==> src/rtl/core/stable_priority_queue_defines.svh <==
// Assertion macros shared by the queue RTL.
// Each macro takes a label, the clock, the active-low reset, an antecedent,
// a consequent and a message string.
`ifndef STABLE_PRIORITY_QUEUE_DEFINES_SVH
`define STABLE_PRIORITY_QUEUE_DEFINES_SVH

`ifndef SYNTHESIS
`define SPQ_ASSERT_IMP(lbl, clk, rst_n, ante, cons, msg) \
    lbl: assert property (@(posedge clk) disable iff (!rst_n) (ante) |-> (cons)) \
        else $error(msg);
`define SPQ_ASSERT_NXT(lbl, clk, rst_n, ante, cons, msg) \
    lbl: assert property (@(posedge clk) disable iff (!rst_n) (ante) |=> (cons)) \
        else $error(msg);
`else
`define SPQ_ASSERT_IMP(lbl, clk, rst_n, ante, cons, msg)
`define SPQ_ASSERT_NXT(lbl, clk, rst_n, ante, cons, msg)
`endif

`endif

==> src/rtl/core/spq_pkg.sv <==
package spq_pkg;

    localparam int unsigned DEPTH_DEF = 16;
    localparam int unsigned ID_W      = 16;
    localparam int unsigned PRIO_W    = 3;
    localparam int unsigned MEM_W     = 16;
    localparam int unsigned CMD_W     = 2;
    localparam int unsigned STAT_W    = 2;
    localparam int unsigned OCC_W     = 5;

    typedef struct packed {
        logic [ID_W-1:0]   id;
        logic [PRIO_W-1:0] prio;
        logic [MEM_W-1:0]  mem;
    } t_entry;

    typedef enum logic [CMD_W-1:0] {
        CMD_INSERT = 2'd0,
        CMD_REMOVE = 2'd1,
        CMD_SEARCH = 2'd2,
        CMD_NOP    = 2'd3
    } t_cmd;

    typedef enum logic [STAT_W-1:0] {
        ST_DONE  = 2'd0,
        ST_EMPTY = 2'd1,
        ST_FULL  = 2'd2
    } t_status;

endpackage

==> src/rtl/core/stable_priority_queue.sv <==
// Sequence: a rejected insert or remove and a no-op go straight to the result state, a
// remove first takes the head in S_REM, and an insert or a search walks the entry store
// one entry per cycle through its single read port before the result strobe.
// Throughput: one item at a time; the next item is taken in the cycle the strobe shows.
// Reset is synchronous and active low; it empties the queue without touching the store.
// Results are not held: the receiver cannot stall and must take the strobed cycle.
`include "stable_priority_queue_defines.svh"

module stable_priority_queue import spq_pkg::*; #(
    parameter int unsigned DEPTH = DEPTH_DEF
) (
    input  logic              i_clk,
    input  logic              i_rst_n,
    input  logic              start,
    output logic              busy,
    input  logic [CMD_W-1:0]  i_command,
    input  logic [ID_W-1:0]   i_proc_id,
    input  logic [PRIO_W-1:0] i_priority_req,
    input  logic [MEM_W-1:0]  i_mem_mb,
    output logic              o_done,
    output logic [STAT_W-1:0] o_status,
    output logic              o_found,
    output logic [ID_W-1:0]   o_head_id,
    output logic [PRIO_W-1:0] o_head_priority,
    output logic [MEM_W-1:0]  o_head_mem_mb,
    output logic [OCC_W-1:0]  o_occupancy
);

    // The queue is a ring in the entry store. r_head is the physical slot of the
    // most urgent entry and r_count the number of valid entries from it on.
    localparam int unsigned AW = $clog2(DEPTH);
    localparam int unsigned CW = $clog2(DEPTH + 1);
    localparam int unsigned SW = AW + 1;

    typedef enum logic [5:0] {
        S_IDLE    = 6'b000001,
        S_INS     = 6'b000010,
        S_INS_FIN = 6'b000100,
        S_SRCH    = 6'b001000,
        S_REM     = 6'b010000,
        S_RES     = 6'b100000
    } t_state;

    function automatic logic [AW-1:0] f_succ(input logic [AW-1:0] a);
        return (a == AW'(DEPTH - 1)) ? '0 : a + 1'b1;
    endfunction

    function automatic logic [AW-1:0] f_pred(input logic [AW-1:0] a);
        return (a == '0) ? AW'(DEPTH - 1) : a - 1'b1;
    endfunction

    t_state        r_state, n_state;
    logic [CW-1:0] r_count, n_count;
    logic [AW-1:0] r_head,  n_head;
    logic [AW-1:0] r_raddr, n_raddr;
    logic [AW-1:0] r_qaddr, n_qaddr;
    logic [CW-1:0] r_left,  n_left;
    logic          r_pend,  n_pend;
    t_entry        r_new,   n_new;
    logic          r_done,  n_done;
    t_status       r_status, n_status;
    logic          r_found, n_found;
    t_entry        r_out,   n_out;

    logic          mem_we;
    logic [AW-1:0] mem_waddr;
    t_entry        mem_wdata;
    logic [AW-1:0] mem_raddr;
    t_entry        mem_rdata;
    logic          issue;
    logic [SW-1:0] s_sum;
    logic [SW-1:0] s_wrap;

    spq_ram #(
        .DEPTH (DEPTH),
        .AW    (AW)
    ) u_ram (
        .i_clk   (i_clk),
        .i_we    (mem_we),
        .i_waddr (mem_waddr),
        .i_wdata (mem_wdata),
        .i_raddr (mem_raddr),
        .o_rdata (mem_rdata)
    );

    // Physical slot just past the tail; the tail itself is its predecessor.
    always_comb begin
        s_sum  = {1'b0, r_head} + SW'(r_count);
        s_wrap = (s_sum >= SW'(DEPTH)) ? s_sum - SW'(DEPTH) : s_sum;
    end

    // Insert walks from the tail toward the head. Each cycle it reads the next
    // entry while it judges the one read the cycle before: an entry that is
    // strictly less urgent moves one slot toward the tail, and the first entry
    // that is as urgent or more stops the walk, so the new entry lands behind
    // it and equal priorities stay first in, first out. During the walk a write goes
    // one slot above the entry just judged, never to a slot still to be read.
    // Search walks from the head toward the tail in the same way.
    always_comb begin
        n_state   = r_state;
        n_count   = r_count;
        n_head    = r_head;
        n_raddr   = r_raddr;
        n_qaddr   = r_qaddr;
        n_left    = r_left;
        n_pend    = r_pend;
        n_new     = r_new;
        n_done    = 1'b0;
        n_status  = r_status;
        n_found   = r_found;
        n_out     = r_out;
        mem_we    = 1'b0;
        mem_waddr = r_qaddr;
        mem_wdata = r_new;
        mem_raddr = r_raddr;
        issue     = 1'b0;

        case (r_state)
            S_IDLE: begin
                // The head is read on every idle cycle so a remove has it at once.
                mem_raddr = r_head;
                if (start) begin
                    n_pend     = 1'b0;
                    n_new.id   = i_proc_id;
                    n_new.prio = i_priority_req;
                    n_new.mem  = i_mem_mb;
                    n_status   = ST_DONE;
                    n_found    = 1'b0;
                    n_out      = '0;
                    case (t_cmd'(i_command))
                        CMD_INSERT: begin
                            if (r_count == CW'(DEPTH)) begin
                                n_status = ST_FULL;
                                n_state  = S_RES;
                            end else begin
                                n_raddr = f_pred(AW'(s_wrap));
                                n_left  = r_count;
                                n_state = S_INS;
                            end
                        end
                        CMD_REMOVE: begin
                            if (r_count == '0) begin
                                n_status = ST_EMPTY;
                                n_state  = S_RES;
                            end else begin
                                n_state = S_REM;
                            end
                        end
                        CMD_SEARCH: begin
                            n_raddr = r_head;
                            n_left  = r_count;
                            n_state = S_SRCH;
                        end
                        default: begin
                            n_state = S_RES;
                        end
                    endcase
                end
            end
            S_INS: begin
                issue  = (r_left > CW'(r_pend));
                n_pend = issue;
                if (issue) begin
                    n_raddr = f_pred(r_raddr);
                    n_qaddr = r_raddr;
                end
                if (r_pend) begin
                    mem_we    = 1'b1;
                    mem_waddr = f_succ(r_qaddr);
                    if (mem_rdata.prio > r_new.prio) begin
                        mem_wdata = mem_rdata;
                        n_left    = r_left - CW'(1);
                        if (r_left == CW'(1)) begin
                            n_state = S_INS_FIN;
                        end
                    end else begin
                        mem_wdata = r_new;
                        n_count   = r_count + CW'(1);
                        n_state   = S_RES;
                    end
                end else if (r_left == '0) begin
                    // Empty queue: the tail's successor is the head slot.
                    mem_we    = 1'b1;
                    mem_waddr = f_succ(r_raddr);
                    mem_wdata = r_new;
                    n_count   = r_count + CW'(1);
                    n_state   = S_RES;
                end
            end
            S_INS_FIN: begin
                // Every entry was less urgent; the new one takes the head slot.
                mem_we    = 1'b1;
                mem_waddr = r_qaddr;
                mem_wdata = r_new;
                n_count   = r_count + CW'(1);
                n_state   = S_RES;
            end
            S_SRCH: begin
                issue  = (r_left > CW'(r_pend));
                n_pend = issue;
                if (issue) begin
                    n_raddr = f_succ(r_raddr);
                    n_qaddr = r_raddr;
                end
                if (r_pend) begin
                    if (mem_rdata.id == r_new.id) begin
                        n_found = 1'b1;
                        n_state = S_RES;
                    end else begin
                        n_left = r_left - CW'(1);
                        if (r_left == CW'(1)) begin
                            n_state = S_RES;
                        end
                    end
                end else if (r_left == '0) begin
                    n_state = S_RES;
                end
            end
            S_REM: begin
                n_out   = mem_rdata;
                n_head  = f_succ(r_head);
                n_count = r_count - CW'(1);
                n_state = S_RES;
            end
            S_RES: begin
                n_done  = 1'b1;
                n_state = S_IDLE;
            end
            default: begin
                n_state = S_IDLE;
            end
        endcase
    end

    always_ff @(posedge i_clk) begin
        if (!i_rst_n) begin
            r_state <= S_IDLE;
            r_count <= '0;
            r_head  <= '0;
            r_left  <= '0;
            r_pend  <= 1'b0;
            r_done  <= 1'b0;
        end else begin
            r_state <= n_state;
            r_count <= n_count;
            r_head  <= n_head;
            r_left  <= n_left;
            r_pend  <= n_pend;
            r_done  <= n_done;
        end
        r_raddr  <= n_raddr;
        r_qaddr  <= n_qaddr;
        r_new    <= n_new;
        r_status <= n_status;
        r_found  <= n_found;
        r_out    <= n_out;
    end

    assign busy            = (r_state != S_IDLE);
    assign o_done          = r_done;
    assign o_status        = r_status;
    assign o_found         = r_found;
    assign o_head_id       = r_out.id;
    assign o_head_priority = r_out.prio;
    assign o_head_mem_mb   = r_out.mem;
    assign o_occupancy     = OCC_W'(r_count);

    `SPQ_ASSERT_IMP(a_done_idle, i_clk, i_rst_n, o_done, !busy, "result strobe while busy")
    `SPQ_ASSERT_NXT(a_accept_busy, i_clk, i_rst_n, start && !busy, busy && !o_done, "accept not followed by busy")
    `SPQ_ASSERT_IMP(a_count_bound, i_clk, i_rst_n, 1'b1, r_count <= CW'(DEPTH), "entry count above depth")
    `SPQ_ASSERT_IMP(a_walk_pend, i_clk, i_rst_n, r_pend, r_left != '0, "read in flight with nothing left")

endmodule

==> src/rtl/core/spq_ram.sv <==
// Entry store: one write port, one read port, registered read data.
module spq_ram import spq_pkg::*; #(
    parameter int unsigned DEPTH = DEPTH_DEF,
    parameter int unsigned AW    = $clog2(DEPTH)
) (
    input  logic          i_clk,
    input  logic          i_we,
    input  logic [AW-1:0] i_waddr,
    input  t_entry        i_wdata,
    input  logic [AW-1:0] i_raddr,
    output t_entry        o_rdata
);

    t_entry r_mem [DEPTH];
    t_entry r_rdata;

    always_ff @(posedge i_clk) begin
        if (i_we) begin
            r_mem[i_waddr] <= i_wdata;
        end
        r_rdata <= r_mem[i_raddr];
    end

    assign o_rdata = r_rdata;

endmodule
==> config.mk <==
export PLATFORM = sky130hd
export DESIGN_NAME = stable_priority_queue
export DESIGN_NICKNAME = d
export VERILOG_FILES = /design/src/rtl/core/spq_pkg.sv /design/src/rtl/core/stable_priority_queue.sv /design/src/rtl/core/spq_ram.sv
export VERILOG_INCLUDE_DIRS = /design/src /design/src/rtl/core
export SDC_FILE = /design/constraint.sdc
export NUM_CORES = 1
export LEC_CHECK = 0
export ABC_AREA = 1
export CAP_MARGIN = 10
export CORE_ASPECT_RATIO = 0.75
export CORE_UTILIZATION = 56
export DETAILED_ROUTE_END_ITERATION = 8
export DONT_BUFFER_PORTS = 1
export GPL_TIMING_DRIVEN = 0
export PLACE_DENSITY = 0.73
export SLEW_MARGIN = 10
export SYNTH_ARGS = -nofsm -noshare
export SYNTH_HDL_FRONTEND = slang
export SYNTH_SLANG_ARGS = --single-unit
export TNS_END_PERCENT = 20
==> constraint.sdc <==
create_clock -name i_clk -period 4.2 [get_ports i_clk]
set_input_delay 0.63 -clock i_clk [delete_from_list [all_inputs] [get_ports i_clk]]
set_output_delay 0.63 -clock i_clk [all_outputs]
set_load 0.01 [all_outputs]
== Yosys cells after proc, flatten, opt, wreduce, memory -nomap -nowiden ==
Memory sizes are Yosys's and may differ from the RTL's. A register that Yosys moved wholly into a read port is not among the register bits.
Cells that the tools add are included.
Widths: inputs -> output; s select.

* Memory bits (writable): 560
* Bits in registers: 103
* Output and inout port bits: 45
* Word-level logic and storage cells: 139
* Memories: 1

{| class="wikitable"
|+ Memories
! name !! depth !! bits a word !! rd ports !! clocked after memory_dff !! write ports !! line !! RTL
|-
| u_ram.r_mem || 16 || 35 || 1 || 1 || 1 || spq_ram.sv:14 || <nowiki>t_entry r_mem [DEPTH];</nowiki>
|}

* Add/sub/neg operators: 10
* Reductions and logical operators: 21
* Equal/unequal tests: 29
* Muxes and demuxes: 59
* Magnitude comparators: 3

{| class="wikitable"
|+ Operators with widths
! operator !! count
|-
| $mux 35 || 4
|-
| $pmux 35 s2 || 1
|-
| $mux 6 || 10
|-
| $mux 4 || 14
|-
| $mux 5 || 9
|-
| $pmux 5 s3 || 2
|-
| $pmux 6 s4 || 1
|-
| $pmux 6 s3 || 1
|-
| $eq 16x16->1 || 1
|-
| $ne 2x2->1 const B || 8
|-
| $add 4x1->4 const B || 3
|-
| $eq 4x4->1 const B || 3
|-
| $pmux 4 s3 || 1
|-
| $sub 4x1->4 const B || 3
|-
| $logic_not 5->1 || 2
|-
| $pmux 5 s2 || 1
|-
| $sub 5x1->5 const B || 2
|-
| $mux 1 || 9
|-
| $ne 3x3->1 const B || 3
|-
| $logic_not 4->1 || 2
|-
| $ne 4x4->1 const B || 2
|-
| $pmux 4 s2 || 1
|-
| $reduce_and 2->1 || 4
|-
| $reduce_and 8->1 || 1
|-
| 27 further kinds || 34
|}

== Longest topological paths before layout ==
Gate-level depths: netlist of the first run.

* Word-level depth: 9
* Mapped depth: 13

== By module ==
From an unflattened synthesis of the first run, not the netlist that was laid out.

* Cell total of the unflattened synthesis: 2955
* Area, all modules: 30113.9 µm²

{| class="wikitable"
|+ By module, submodules not included
! module !! sequential area each (µm²) !! area an instance (µm²) !! cells an instance !! instances
|-
| spq_ram || 17516.8 || 24606.1 || 2315 || 1
|-
| stable_priority_queue || 2872.8 || 5507.8 || 640 || 1
|}

== Worst setup path before layout of the first run ==
OpenSTA, ideal clock, no wires.

* Kind: register to register
* Start point: reg r_state[0]
* End point: reg r_out (netlist bit o_head_id[0]), enable pin
* Cell stages (with the launch flop): 8
* Period minus slack after synthesis: 3.846 ns
* Path slack: 0.354 ns
* Path buffers: 1
* Required time: 3.807 ns
* Setup time: 0.393 ns
* Arrival: 3.453 ns
* Path through: dfxtp_1 inv_1 nor2_2 nand3_4 buf_4 nor2_1 inv_1 nand2_1

* Word-level cells in the longest chain between the ends: 3

{| class="wikitable"
|+ RTL lines
! item !! line !! RTL
|-
| start, declared || stable_priority_queue.sv:52 || <nowiki>t_state r_state, n_state;</nowiki>
|-
| start signal, assigned || stable_priority_queue.sv:244 || <nowiki>r_state <= n_state;</nowiki>
|-
| $eq 6x1->1 or $eq 6x5->1 (tied branches) || stable_priority_queue.sv:118 || <nowiki>case (r_state)</nowiki>
|-
| $ne 2x2->1 (no source line) or $reduce_bool 2->1 (tied branches) || n/a ||
|-
| $reduce_and 2->1 (no source line) (*) || n/a ||
|-
| end signal, assigned || stable_priority_queue.sv:256 || <nowiki>r_out <= n_out;</nowiki>
|-
| end, declared || stable_priority_queue.sv:63 || <nowiki>t_entry r_out, n_out;</nowiki>
|}

Mark *: on every way between the ends. The rest lies on a longest branch, timed or not.
A chain may end at the register's enable or synchronous reset.

==> results of run 1 <==
[flip-flops by register name, summed over array words and instances, names as in the netlist]
signal,flops
r_state,6
o_done,1
r_pend,1
o_head_mem_mb,16
u_ram.o_rdata,35
r_new,35
r_left,5
r_raddr,4
u_ram.r_mem,560
o_head_priority,3
o_occupancy,5
o_found,1
o_head_id,16
r_qaddr,4
o_status,2
r_head,4
[final cells by class]
type | count | area [sq um]
plain buffers | 125 | 541
clock buffers | 102 | 1950
clock inverters | 20 | 179
flip-flops and latches | 698 | 20400
multi-input cells | 1383 | 6930
well taps | 657 | 822
fillers | 3591 | 17700
repair buffers | 51 | 821
inverters | 321 | 1200
[cells by family after synthesis]
family | count (synthesis)
flip-flops | 698
adder cells (fa/ha/maj) | 20
XOR/XNOR | 11
buffers and inverters | 446
AND/OR/NAND/NOR | 1041
AO/OA/AOI/OAI | 311
[power groups by stage]
stage	registers [mW]	clock network (mW)	logic (mW)
after global placement	8.76	0	7.59
after floorplan	8.68	0	4.61
after CTS	8.57	5.97	7.99
final	8.57	5.97	8.34
after global routing	8.61	6.23	8.73
after detailed placement	8.72	0	7.93
[per-layer routing]
metal	vias to the layer above	share of wire [%]
met5	-	0.049
met4	2	4.2
met3	262	14
met2	1641	44
met1	9917	37
li1	8968	-
[repair_timing]
action	CTS	global route
buffers inserted	0	0
endpoints found under the setup margin	0	128
hold buffers	0	0
resized for setup	0	3
hold endpoints to repair	0	0
[synthesized netlist by cell type, types with 18 or more instances]
cell type / count
a21oi_1: 21
buf_2: 48
clkbuf_1: 70
dfxtp_1: 57
edfxtp_1: 641
ha_1: 18
inv_1: 312
nand2_1: 683
nand3_1: 244
nor2_1: 92
o211ai_1: 212
o21ai_0: 59
[path summary, 6_finish.rpt]
path                     start                end  slack [ps]
setup / recovery     r_new[18]  u_ram.r_mem[3][5]          40
hold / removal    i_mem_mb[15]          r_new[15]         110
setup reg to reg     r_new[18]  u_ram.r_mem[3][5]          40
hold reg to reg      r_left[1]          r_left[1]         480
==> flow_summary.yaml, run 1 <==
yosys:
  yosysWarnings: 0
  post_synth_num_cell_types: 39
  synth_edf_count: 641
  syn_avg_cell_area_sq_um: 11.4
  ys_async_sr_fraction_pct: 0
  yosys.area.top_type: "edfxtp_1"
  synth_seq_cells: 698
  syn_area_sq_um: 28900
  seq_area_frac_synth_pct: 70.5
  ys_top_cells_by_area: "edfxtp_1 67%, nand2_1 8.9%, o211ai_1 5.5%"
  postSynthNetCount: 2587
  muxShareOfSynthArea_pct: 0
  synthSimpleGateAreaFrac_pct: 14.8
  ys.flop_type: "edfxtp_1"
  synth_compound_area_share_pct: 7.39
  synthCells: 2527
  synth_top_family_by_area: "simple AND/OR/NAND/NOR gates"
  synthXorXnorAreaFrac_pct: 0.333
  synth_top_area_share_pct: 66.5
  synth_fa_ha_area_share_pct: 0.917
place:
  dpl_cell_area_sq_um: 30700
  dpl.hpwl_um: 57500
  post-place-ws_ps: 142
  gp_congestion: 0.917
  placed_cells: 3235
  io_buffer_count: 0
cts:
  clk_path_buf_depth: 3
  htree_levels: 3
  numCtsBuffers: 67
  clkLatencyLatePin_ps: 620
  clk_pin_slew_ps: 60
  cts-root-buf: "clkbuf_16"
  cts.sinks: 698
  cts_tree: "built"
floorplanning:
  die_h_um: 199
  start_util_pct: 57.2
  dieArea_sq_um: 52600
  die_x_um: 264
  core-area_sq_um: 50500
  rows: 71
  io_pins: 85
drt:
  dr.pass1.iters: 7
  ant_nets: 0
  drc_errors: 0
  wire_per_inst_um: 25.9
  via_per_inst: 6.19
  via_count: 20790
  routed_wl_um: 86900
  drt-initial-drc-count: 3273
timing:
  slew_headroom_pct: 22.8
  fin_skew_ps: 25.8
  hold_violations: 0
  worstMarginPinSlew_ps: 1160
  whs_ps: 113
  timing.final.crit_share_pct: 99.1
  setup_tns_ps: 0
  rsz0062_at_grt: "yes"
  setup_viol: 0
  setup_slack_ps: 35.7
  maxSlewViolCount: 0
  min_period_ps: 4160
  max_freq_mhz: 240
pwr:
  power_mw: 22.9
  leakagePower_nw: 12.6
  power_frac_clock_pct: 26.1
  p_switching_mw: 9.09
  netSwitchingFraction_pct: 39.7
  seq_power_share_pct: 37.5
  power_frac_comb_pct: 36.5
  internal-power_mw: 13.8
  ir_worst_vdd_uv: 694
  power_density_nw_per_um2: 697
cells_and_area:
  syn_to_final_growth_pct: 13.6
  layout_common_cells: "682 x nand2_1, 641 x edfxtp_1, 312 x inv_1"
  drive_above_1_share_pct: 8.59
  post-route-cell-area_sq_um: 32800
  fin_cells: 3357
  num-nets-final: 2707
  n_antenna_cell: 0
  fin_util_pct: 65.0
  layout_commonest_cell: "nand2_1"
global_routing:
  use_met3_pct: 10.2
  grt_pass1_vias: 19613
  globalRouteTotalUtil_pct: 33.4
  grt_max_degree: 26
  grt_pass1_wl_um: 126000
  grt-ovfl-total: 0
  grt_use_met2_pct: 50.4
  antenna_found_initial: 0
  grt_use_met1_pct: 45.4
  grt_busiest_layer: "met2"
setup_path:
  start_kind: "flop"
  worstRegToRegCells: 9
  path_delay_family: "compound AO/OA/AOI/OAI gates"
  cpPeakStageDelay_ps: 980
  cp_slowest_cell: "o21ai_1"
  endpoint_kind: "flop"
  crit_chain: "inv_1, ha_1, nand2_1, o21ai_0, nand3_1, inv_1, nand2_1, clkbuf_1, o21ai_1"
  critPathArrivalTime_ps: 4410
  path_class: "flop to flop"
  worstPathRequired_ps: 4450
  critPathMaxFanout: 16
  cp_num_cells: 9
  cp_num_buf_inv: 3
hold_path:
  hold_depth: 0
  hold_path_class: "primary input to flop"
status:
  status: "complete, no violations"
flow_run:
  cap_violations: 0
Power figures use the tool's default switching activity.
==> inputs of run 2 (changes only) <==
Clock period 4.2 ns to 4.35 ns, I/O delays scaled along.
==> flow_summary.yaml, run 2 (synthesized netlist as in run 1, its figures left out) <==
drt:
  drt-initial-drc-count: 3310
  drc_errors: 0
  ant_nets: 0
  wire_per_inst_um: 25.9
  via_per_inst: 6.18
  via_count: 20757
  dr.pass1.iters: 8
  routed_wl_um: 87000
cells_and_area:
  fin_util_pct: 65.0
  largest_register: "u_ram.r_mem"
  largest_register_ffs: 560
  layout_common_cells: "682 x nand2_1, 641 x edfxtp_1, 312 x inv_1"
  n_antenna_cell: 0
  layout_commonest_cell: "nand2_1"
  num-nets-final: 2707
  post-route-cell-area_sq_um: 32800
  drive_above_1_share_pct: 8.52
  syn_to_final_growth_pct: 13.5
  fin_cells: 3357
cts:
  htree_levels: 3
  clkLatencyLatePin_ps: 620
  cts-root-buf: "clkbuf_16"
  clk_pin_slew_ps: 60
  clk_path_buf_depth: 3
  cts_tree: "built"
  numCtsBuffers: 67
  cts.sinks: 698
  post_cts_buffers: 0
floorplanning:
  die_h_um: 199
  dieArea_sq_um: 52600
  core-area_sq_um: 50500
  rows: 71
  die_x_um: 264
  start_util_pct: 57.2
  io_pins: 85
timing:
  setup_slack_ps: 118
  hold_violations: 0
  setup_tns_ps: 0
  worstMarginPinSlew_ps: 1160
  maxSlewViolCount: 0
  setup_viol: 0
  whs_ps: 135
  timing.final.crit_share_pct: 97.3
  rsz0062_at_grt: "no"
  slew_headroom_pct: 22.7
  fin_skew_ps: 24.9
  max_freq_mhz: 236
  min_period_ps: 4230
setup_path:
  critPathArrivalTime_ps: 4470
  critPathMaxFanout: 16
  endpoint_kind: "flop"
  path_class: "flop to flop"
  start_kind: "flop"
  worstPathRequired_ps: 4590
global_routing:
  grt_pass1_vias: 19613
  antenna_found_initial: 0
  grt_pass1_wl_um: 126000
  grt-ovfl-total: 0
  globalRouteTotalUtil_pct: 33.4
  grt_max_degree: 26
flow_run:
  cap_violations: 0
place:
  dpl.hpwl_um: 57500
  gp_congestion: 0.917
  io_buffer_count: 0
  placed_cells: 3235
  dpl_cell_area_sq_um: 30700
  post-place-ws_ps: 292
status:
  status: "complete, no violations"
pwr:
  power_density_nw_per_um2: 673
  power_mw: 22.1
  ir_worst_vdd_uv: 665
  leakagePower_nw: 12.6
hold_path:
  hold_path_class: "primary input to flop"
[run 2: final timing paths]
check          startpoint           endpoint  slack, ps  cells after the start
max             r_new[18]  u_ram.r_mem[0][5]        120                      9
min          i_mem_mb[15]          r_new[15]        130                      0
max reg2reg     r_new[18]  u_ram.r_mem[0][5]        120                      9
min reg2reg     r_left[1]          r_left[1]        480                      2
[run 2: where the power goes]
part / switching [mW] / total [mW] / leakage [nW] / internal (mW)
Clock: 2.48 / 5.77 / 1.03 / 3.29
Sequential: 0.223 / 8.28 / 6.28 / 8.05
Combinational: 6.08 / 8.06 / 5.30 / 1.97
Total: 8.79 / 22.1 / 12.6 / 13.3
[run 2: final cells by class]
class | count | area (sq um)
Inverter | 321 | 1200
Clock inverter | 20 | 179
Sequential cell | 698 | 20400
Buffer | 125 | 541
Tap cell | 657 | 822
Multi-Input combinational cell | 1383 | 6930
Fill cell | 3593 | 17700
Timing Repair Buffer | 51 | 821
Clock buffer | 102 | 1950
[run 2: layer usage]
layer | track usage, % | up-vias | wire length (um)
met2 | 50.4 | 1624 | 38400
met5 | 0 | - | 42
met1 | 45.4 | 9889 | 32000
met3 | 10.2 | 279 | 12800
met4 | 13.6 | 2 | 3760
li1 | - | 8963 | -
[run 2: critical path, stage by stage (launching register included)]
cell      delay, ps
edfxtp_1        420
inv_1            60
ha_1            320
nand2_1          60
o21ai_0         580
nand3_1         340
inv_1           160
nand2_1         430
clkbuf_1        490
o21ai_1        1000
[run 2: repair_timing]
item | in CTS | in global routing
hold buffers | 0 | 0
endpoints found under the setup margin | 0 | 10
gates resized for setup | 0 | 1
